[src/hw/rtl/tcpcs_pkg.sv]
// ----------------------------------------------------------------------------
// TCP checksum package
// Widths and constants of the streamed TCP checksum block.
// ----------------------------------------------------------------------------
`timescale 1ns / 1ps

package tcpcs_pkg;

   localparam int unsigned WORD_W = 16;
   localparam int unsigned LEN_W  = 16;
   localparam int unsigned IP_W   = 32;
   // Sum of six 16-bit pseudo-header terms before folding
   localparam int unsigned PSUM_W = 19;
   // Pseudo-header sum plus one data word
   localparam int unsigned TSUM_W = 20;

   localparam logic [WORD_W-1:0] IP_PROTO_TCP = 16'h0006;
   localparam logic [WORD_W-1:0] ODD_MASK     = 16'hFF00;

endpackage

[src/hw/rtl/tcp_checksum_pseudo_header_unit.sv]
// An accepted last word passes the input and then the result register
// before its checksum shows on rsp_*. Throughput: one word per cycle while
// req_stall is low; a new word may enter while a finished checksum waits on
// rsp_stall. The running ones'-complement sum loops through running_sum_ff.
// Reset (synchronous, active high) clears local_ip, the sum and both valids.
// ----------------------------------------------------------------------------
// TCP checksum with pseudo-header
// Sums a segment streamed as 16-bit words, including the IPv4 pseudo-header,
// and emits the complemented ones'-complement sum on the last word.
// ----------------------------------------------------------------------------
`timescale 1ns / 1ps

module tcp_checksum_pseudo_header_unit (
   input  logic                          clock,
   input  logic                          reset,
   input  logic                          csr_wr_en,
   input  logic [tcpcs_pkg::IP_W-1:0]    csr_wr_data,
   input  logic                          req_valid,
   output logic                          req_stall,
   input  logic [tcpcs_pkg::WORD_W-1:0]  req_data_word,
   input  logic                          req_last_word,
   input  logic [tcpcs_pkg::LEN_W-1:0]   req_segment_length,
   input  logic [tcpcs_pkg::IP_W-1:0]    req_peer_ip,
   output logic                          rsp_valid,
   input  logic                          rsp_stall,
   output logic [tcpcs_pkg::WORD_W-1:0]  rsp_checksum
);

   // configuration
   logic [tcpcs_pkg::IP_W-1:0]    local_ip_ff, local_ip_in;

   // input register
   logic                          in_valid_ff, in_valid_in;
   logic [tcpcs_pkg::WORD_W-1:0]  in_word_ff, in_word_in;
   logic                          in_last_ff, in_last_in;
   logic                          in_len_odd_ff, in_len_odd_in;
   logic [tcpcs_pkg::PSUM_W-1:0]  in_psum_ff, in_psum_in;

   // accumulator state
   logic [tcpcs_pkg::WORD_W-1:0]  running_sum_ff, running_sum_in;
   logic                          expect_first_ff, expect_first_in;
   logic                          length_odd_ff, length_odd_in;

   // result register
   logic                          out_valid_ff, out_valid_in;
   logic [tcpcs_pkg::WORD_W-1:0]  out_sum_ff, out_sum_in;

   logic                          req_take;
   logic                          advance;
   logic                          odd_now;
   logic [tcpcs_pkg::WORD_W-1:0]  word_masked;
   logic [tcpcs_pkg::PSUM_W-1:0]  base;
   logic [tcpcs_pkg::TSUM_W-1:0]  total;
   logic [tcpcs_pkg::WORD_W:0]    fold1;
   logic [tcpcs_pkg::WORD_W-1:0]  fold2;

   // A non-last item never blocks; a last one waits for a free result slot
   assign advance   = in_valid_ff && (!in_last_ff || !out_valid_ff || !rsp_stall);
   assign req_stall = in_valid_ff && !advance;
   assign req_take  = req_valid && !req_stall;

   always_comb begin
      local_ip_in = local_ip_ff;
      if (csr_wr_en) begin
         local_ip_in = csr_wr_data;
      end
   end

   // Input stage: hold the item and pre-add its pseudo-header terms
   always_comb begin
      in_valid_in   = in_valid_ff;
      in_word_in    = in_word_ff;
      in_last_in    = in_last_ff;
      in_len_odd_in = in_len_odd_ff;
      in_psum_in    = in_psum_ff;
      if (advance) begin
         in_valid_in = 1'b0;
      end
      if (req_take) begin
         in_valid_in   = 1'b1;
         in_word_in    = req_data_word;
         in_last_in    = req_last_word;
         in_len_odd_in = req_segment_length[0];
         in_psum_in    = tcpcs_pkg::PSUM_W'(local_ip_ff[31:16])
                       + tcpcs_pkg::PSUM_W'(local_ip_ff[15:0])
                       + tcpcs_pkg::PSUM_W'(req_peer_ip[31:16])
                       + tcpcs_pkg::PSUM_W'(req_peer_ip[15:0])
                       + tcpcs_pkg::PSUM_W'(tcpcs_pkg::IP_PROTO_TCP)
                       + tcpcs_pkg::PSUM_W'(req_segment_length);
      end
   end

   // Sum stage: ones'-complement add with two end-around folds
   always_comb begin
      odd_now     = expect_first_ff ? in_len_odd_ff : length_odd_ff;
      word_masked = (in_last_ff && odd_now) ? (in_word_ff & tcpcs_pkg::ODD_MASK)
                                            : in_word_ff;
      base        = expect_first_ff ? in_psum_ff : tcpcs_pkg::PSUM_W'(running_sum_ff);
      total       = tcpcs_pkg::TSUM_W'(base) + tcpcs_pkg::TSUM_W'(word_masked);
      fold1       = (tcpcs_pkg::WORD_W+1)'(total[tcpcs_pkg::WORD_W-1:0])
                  + (tcpcs_pkg::WORD_W+1)'(total[tcpcs_pkg::TSUM_W-1:tcpcs_pkg::WORD_W]);
      fold2       = fold1[tcpcs_pkg::WORD_W-1:0]
                  + tcpcs_pkg::WORD_W'(fold1[tcpcs_pkg::WORD_W]);
   end

   always_comb begin
      running_sum_in  = running_sum_ff;
      expect_first_in = expect_first_ff;
      length_odd_in   = length_odd_ff;
      out_valid_in    = out_valid_ff;
      out_sum_in      = out_sum_ff;
      if (!rsp_stall) begin
         out_valid_in = 1'b0;
      end
      if (advance) begin
         if (expect_first_ff) begin
            length_odd_in = in_len_odd_ff;
         end
         if (in_last_ff) begin
            running_sum_in  = '0;
            expect_first_in = 1'b1;
            out_valid_in    = 1'b1;
            out_sum_in      = ~fold2;
         end else begin
            running_sum_in  = fold2;
            expect_first_in = 1'b0;
         end
      end
   end

   always_ff @(posedge clock) begin
      if (reset) begin
         local_ip_ff     <= '0;
         in_valid_ff     <= 1'b0;
         running_sum_ff  <= '0;
         expect_first_ff <= 1'b1;
         length_odd_ff   <= 1'b0;
         out_valid_ff    <= 1'b0;
      end else begin
         local_ip_ff     <= local_ip_in;
         in_valid_ff     <= in_valid_in;
         running_sum_ff  <= running_sum_in;
         expect_first_ff <= expect_first_in;
         length_odd_ff   <= length_odd_in;
         out_valid_ff    <= out_valid_in;
      end
   end

   always_ff @(posedge clock) begin
      in_word_ff    <= in_word_in;
      in_last_ff    <= in_last_in;
      in_len_odd_ff <= in_len_odd_in;
      in_psum_ff    <= in_psum_in;
      out_sum_ff    <= out_sum_in;
   end

   assign rsp_valid    = out_valid_ff;
   assign rsp_checksum = out_sum_ff;

endmodule

[config.mk]
export PLATFORM = sky130hd
export DESIGN_NAME = tcp_checksum_pseudo_header_unit
export DESIGN_NICKNAME = d
export VERILOG_FILES = /design/src/hw/rtl/tcpcs_pkg.sv /design/src/hw/rtl/tcp_checksum_pseudo_header_unit.sv
export SDC_FILE = /design/constraint.sdc
export NUM_CORES = 1
export LEC_CHECK = 0
export ABC_AREA = 1
export BUFFER_PORTS_ARGS = -buffer_cell sky130_fd_sc_hd__buf_4
export CORE_AREA = 2 2 126 128
export DETAILED_ROUTE_END_ITERATION = 10
export DIE_AREA = 0 0 128 130
export PLACE_DENSITY = 0.71
export SETUP_SLACK_MARGIN = 0.05
export SYNTH_ARGS = -nofsm -noshare
export SYNTH_HDL_FRONTEND = slang
export SYNTH_SLANG_ARGS = --single-unit
[constraint.sdc]
create_clock -name clock -period 7.1 [get_ports clock]
set_input_delay 1.42 -clock clock [delete_from_list [all_inputs] [get_ports clock]]
set_output_delay 1.42 -clock clock [all_outputs]
set_load 0.02 [all_outputs]
After elaboration in Yosys (flattened, before gate mapping) --
Index checks and enable logic that the tools add are counted. W data, S select, Z words.
Cells by class: $add $sub $neg 8, $mul 0, divide/modulo/power cells 0, order comparisons 0, equal/unequal tests 0, shifts and indexed selects 0, muxes and demuxes 10, bitwise gates (word level) 1, reductions and logical operators 13
Operator list (number):
- $add A19 B16 Y20 | 1
- $add A18 B16 Y19 | 1
- $add A19 B16 Y19 | 1
- $add A19 B3 Y19 const B | 1
- $mux W19 | 1
- $add A17 B16 Y18 | 1
- $add A16 B16 Y17 | 1
- $add A16 B4 Y17 | 1
- $add A16 B1 Y16 | 1
- $mux W16 | 1
- $not A16 Y16 | 1
- $mux W8 | 1
- $mux W1 | 7
- $logic_not A1 Y1 | 5
- $logic_and A1 B1 Y1 | 4
- $logic_or A1 B1 Y1 | 2
- $reduce_and A2 Y1 | 1
- $reduce_bool A2 Y1 | 1
Word-level totals: register bits 105, bits in latches 0, memory bits (writable) 0, bits in read-only memories 0, input port bits 102, word-level logic and storage cells 43, memories kept 0

Depth between registers and ports, before layout --
word-level depth 9, depth in mapped cells 48

Worst setup path after synthesis --
No wires, ideal clock.
kind register to register, from register expect_first_ff, to register out_sum_ff, in the netlist rsp_checksum[14], data pin, library setup time 0.254 ns, arrival time 5.346 ns, data required time 6.846 ns, setup slack 1.500 ns, cell stages (with the launch flop) 42, period minus slack after synthesis 5.600 ns, cell sequence dfxtp_1 buf_1 mux2_2 ha_1 nand2_2 inv_2 nand3_2 nand2_2 nand3b_1 nand2_1 nand2_1 nand2_1 inv_1 o31ai_1 xor2_1 fa_1 inv_1 nand2_1 [... 6 more ...] nor2_1 nand3_1 nor2_1 ha_1 ha_1 inv_1 nor2_1 nand3_1 nor2_1 nand3_1 nor2_1 nand2_1 nor2_2 nand3_2 nor2_2 nand2_1 nand2_1 nand2_1
On the way: cells in the longest elaborated chain, start to end 7, elaborated cells on any way between the ends 8
Ends and longest elaborated chain:
- start, declared | RTL line tcp_checksum_pseudo_header_unit.sv:41 | logic expect_first_ff, expect_first_in;
- start signal, assigned | RTL line tcp_checksum_pseudo_header_unit.sv:143 | expect_first_ff <= expect_first_in;
- $mux W1
- $logic_and A1 B1 Y1 | RTL line tcp_checksum_pseudo_header_unit.sv:96 | word_masked = (in_last_ff && odd_now) ? (in_word_ff & tcpcs_pkg::ODD_MASK)
- $mux W8 | RTL line tcp_checksum_pseudo_header_unit.sv:96
- $add A19 B16 Y20 (*) | RTL line tcp_checksum_pseudo_header_unit.sv:99 | total = tcpcs_pkg::TSUM_W'(base) + tcpcs_pkg::TSUM_W'(word_masked);
- $add A16 B4 Y17 (*) | RTL line tcp_checksum_pseudo_header_unit.sv:101 | + (tcpcs_pkg::WORD_W+1)'(total[tcpcs_pkg::TSUM_W-1:tcpcs_pkg::WORD_W]);
- $add A16 B1 Y16 (*) | RTL line tcp_checksum_pseudo_header_unit.sv:103 | + tcpcs_pkg::WORD_W'(fold1[tcpcs_pkg::WORD_W]);
- $not A16 Y16 (*) | RTL line tcp_checksum_pseudo_header_unit.sv:123 | out_sum_in = ~fold2;
- end signal, assigned | RTL line tcp_checksum_pseudo_header_unit.sv:154 | out_sum_ff <= out_sum_in;
- end, declared | RTL line tcp_checksum_pseudo_header_unit.sv:46 | logic [tcpcs_pkg::WORD_W-1:0] out_sum_ff, out_sum_in;
Every way passes the cells marked *; elsewhere a longest branch is shown, timed or not. A chain may end at the register's enable or synchronous reset.

Final worst setup path --
from register expect_first_ff, to register running_sum_ff[14] (netlist name)
On the way: cells in the longest elaborated chain, start to end 7, elaborated cells on any way between the ends 8
Ends and longest elaborated chain:
- $mux W1
- $logic_and A1 B1 Y1 | RTL line tcp_checksum_pseudo_header_unit.sv:96
- $mux W8 | RTL line tcp_checksum_pseudo_header_unit.sv:96
- $add A19 B16 Y20 (*) | RTL line tcp_checksum_pseudo_header_unit.sv:99
- $add A16 B4 Y17 (*) | RTL line tcp_checksum_pseudo_header_unit.sv:101
- $add A16 B1 Y16 (*) | RTL line tcp_checksum_pseudo_header_unit.sv:103
- $mux W16 (*) | RTL line tcp_checksum_pseudo_header_unit.sv:119 | if (in_last_ff) begin
- end signal, assigned | RTL line tcp_checksum_pseudo_header_unit.sv:142 | running_sum_ff <= running_sum_in;
- end, declared | RTL line tcp_checksum_pseudo_header_unit.sv:40 | logic [tcpcs_pkg::WORD_W-1:0] running_sum_ff, running_sum_in;
Marked as above.

==> flow_summary.yaml <==
sta:
  tightest_slew_ns: 1.157
  final-hold-violation-count: 0
  fin_tns_setup_ns: 0
  layout_setup_ws_ns: 0.9663
  slew_headroom_pct: 22.59
  setup_viol: 0
  maxSlewViolCount: 0
  finClkSkew_ns: 0.01248
  fin_hold_ws_ns: 0.4699
  grt_setup_unrepaired: "false"
  fin_crit_ns: 6.134
  fmax_mhz: 163.0
  finalCritPeriodShare_pct: 86.39
yosys:
  synth_xor_xnor_area_share_pct: 2.934
  synth_ff_type: "edfxtp_1"
  yosys.area.top_type_share_pct: 21.33
  syn_area_per_cell_um2: 8.587
  ys_types: 39
  synth_compound_area_share_pct: 7.746
  synth.yosys.warnings: 0
  synth_simple_gate_area_share_pct: 22.37
  synthMuxAreaShare_pct: 2.264
  synth-edff-count: 53
  synthCells: 869
  syn_area_mm2: 0.007462
  synth_area_leader_cell: "edfxtp_1"
  async_reset_ff_share_pct: 0
  ys_seq_area_share_pct: 35.28
  synth_adder_area_share_pct: 22.47
  ys_ff_latch: 105
  synth_nets: 1075
  synth_area_leaders: "edfxtp_1 (21%), dfxtp_1 (14%), fa_1 (13%), nand2_1 (9.2%), ha_1 (9.1%)"
  synth_top_family_by_area: "adder cells"
power_and_ir_drop:
  pwr-share-seq_pct: 27.5
  p_per_area_mw_per_mm2: 353.6
  pwr-share-clk_pct: 16.0
  swShare_pct: 43.72
  combinationalPowerShare_pct: 56.6
  leakagePower_uw: 0.004270
  p_sw_uw: 1365
  worst_ir_drop_vdd_uv: 155.1
  p_int_uw: 1757
  fin_total_pwr_uw: 3122
cells_and_area:
  final_nets: 1191
  final_common_cell: "nand2_1"
  diodes: 0
  mostFrequentLayoutCells: "nand2_1 (183), buf_4 (120), inv_1 (113)"
  fillerInstances: 1429
  area_delta_synth_final_pct: 18.33
  layout-drive-gt1-share_pct: 19.80
  postLayoutCoreUtil_pct: 57.24
setup_path:
  end_kind: "register"
  max_stage_delay_ns: 0.47
  cp.arrival_ns: 6.42
  critPathSlowestCell: "fa_1"
  r2r_slack_ns: 0.97
  crit_required_ns: 7.38
  path_class: "reg2reg"
  r2r_end: "running_sum_ff[14]"
  r2r-start: "expect_first_ff"
  critPathMaxFanout: 20
  rr_worst_depth: 42
  crit_top_cell: "nand2_1"
  startpoint_type: "register"
route:
  dr.pass1.iters: 7
  ant_nets: 0
  wl_per_cell_um: 13.06
  drt_iter0_drc: 290
  drc: 0
  dr_total_vias: 5824
  finalWirelength_um: 15430
  via_per_inst: 4.927
cts:
  cts_tree: "yes"
  clockBufferDepth: 2
  cts.sinks: 105
  hold_buffers: 0
  postCtsSetupBuffers: 0
  clock-root-buffer: "clkbuf_16"
  htree_num_levels: 3
  cts_buffers: 9
  cts.clk_slew.worst_paths_ns: 0.08
  clk_latency_ns: 0.36
  cts_resized: 0
min_path:
  hold-path-cell-count: 2
  hold_class: "reg2reg"
  min_from: "running_sum_ff[1]"
  hold_end: "running_sum_ff[1]"
global_route:
  antenna_found_initial: 0
  grt_pass1_vias: 5805
  grt_overflow: 0
  grtUsageTotal_pct: 19.80
  grt_max_degree: 38
  grt_pass1_wl_um: 26020
floorplanning:
  die_h_um: 130
  dieArea_mm2: 0.01664
  initial_core_util_pct: 48.38
  coreArea_mm2: 0.01542
  num_rows: 46
  io_pins: 120
  die_w_um: 128
job:
  drv_cap: 0
place:
  pre_cts_ws_ns: 0.9748
  post-dp-hpwl_um: 12870
  gp_congestion: 0.8904
  place.port_buffers: 119
run_status:
  status: "finished clean"
-- per-stage QoR --
step / instance area (µm²) / std cells
after detailed placement: 8532 / 1166
final: 8830 / 1182
after floorplan: 7462 / 869
after global placement: 8532 / 1166
after CTS: 8830 / 1182
after global routing: 8830 / 1182
-- kinds of logic after synthesis --
kind of cell,after synthesis
compound gates,106
mux,15
buf+inv,132
xor+xnor,25
simple gates,382
fa+ha+maj,104
flops,105
-- sequential cells by signal, summed over array words and instances (netlist names) --
name             flops
in_valid_ff          1
running_sum_ff      16
in_len_odd_ff        1
in_last_ff           1
in_word_ff          16
in_psum_ff          19
expect_first_ff      1
length_odd_ff        1
local_ip_ff         32
rsp_checksum        16
rsp_valid            1
-- layout make-up --
class	instances	area, µm²	area share (%)
timing repair buffer	120	900.9	10.20
multi-input combinational	632	4319	48.92
clock buffer	9	225.2	2.551
sequential	105	2633	29.81
tap	192	240.2	2.721
clock inverter	7	72.57	0.8219
inverter	117	439.2	4.974
-- power by group through the flow --
| stage | Clock (µW) | Sequential [µW] | Combinational, µW |
|---|---|---|---|
| after floorplan | 0 | 870 | 1360 |
| after global placement | 0 | 868 | 1750 |
| after detailed placement | 0 | 870 | 1770 |
| after CTS | 510 | 857 | 1780 |
| after global routing | 531 | 867 | 2040 |
| final | 498 | 857 | 1770 |
-- how the worst max path moves through the flow --
stage	from	end	depth (start not counted)
6_report	expect_first_ff	running_sum_ff[14]	42
5_1_grt	in_len_odd_ff	running_sum_ff[15]	47
4_1_cts	expect_first_ff	running_sum_ff[14]	42
3_5_place_dp	expect_first_ff	running_sum_ff[14]	42
3_3_place_gp	in_len_odd_ff	rsp_checksum[14]	47
2_1_floorplan	expect_first_ff	rsp_checksum[14]	41
-- metal layers --
layer	track usage (%)	wire length (µm)
met4	6.787	252
met2	33.06	7103
met5	0	0
met3	4.141	839
met1	25.85	7237
-- cell usage after synthesis, types with 10 or more instances --
library cell  instances
edfxtp_1             53
xor2_1               18
ha_1                 54
mux2_2               15
nand3_1              42
clkbuf_1             10
inv_1               113
fa_1                 50
a21oi_1              44
nand2_1             183
o21ai_0              45
nor2_1              107
dfxtp_1              52
nand2_2              17
-- critical path, delay by kind of cell, from the launching register on --
kind	cells	cell delay, ns
simple gates	28	2.70
compound gates	2	0.48
mux	1	0.38
flops	1	0.39
fa+ha+maj	4	1.29
xor+xnor	1	0.17
buf+inv	6	0.65
Note: power is estimated with default switching activity, not from simulation.
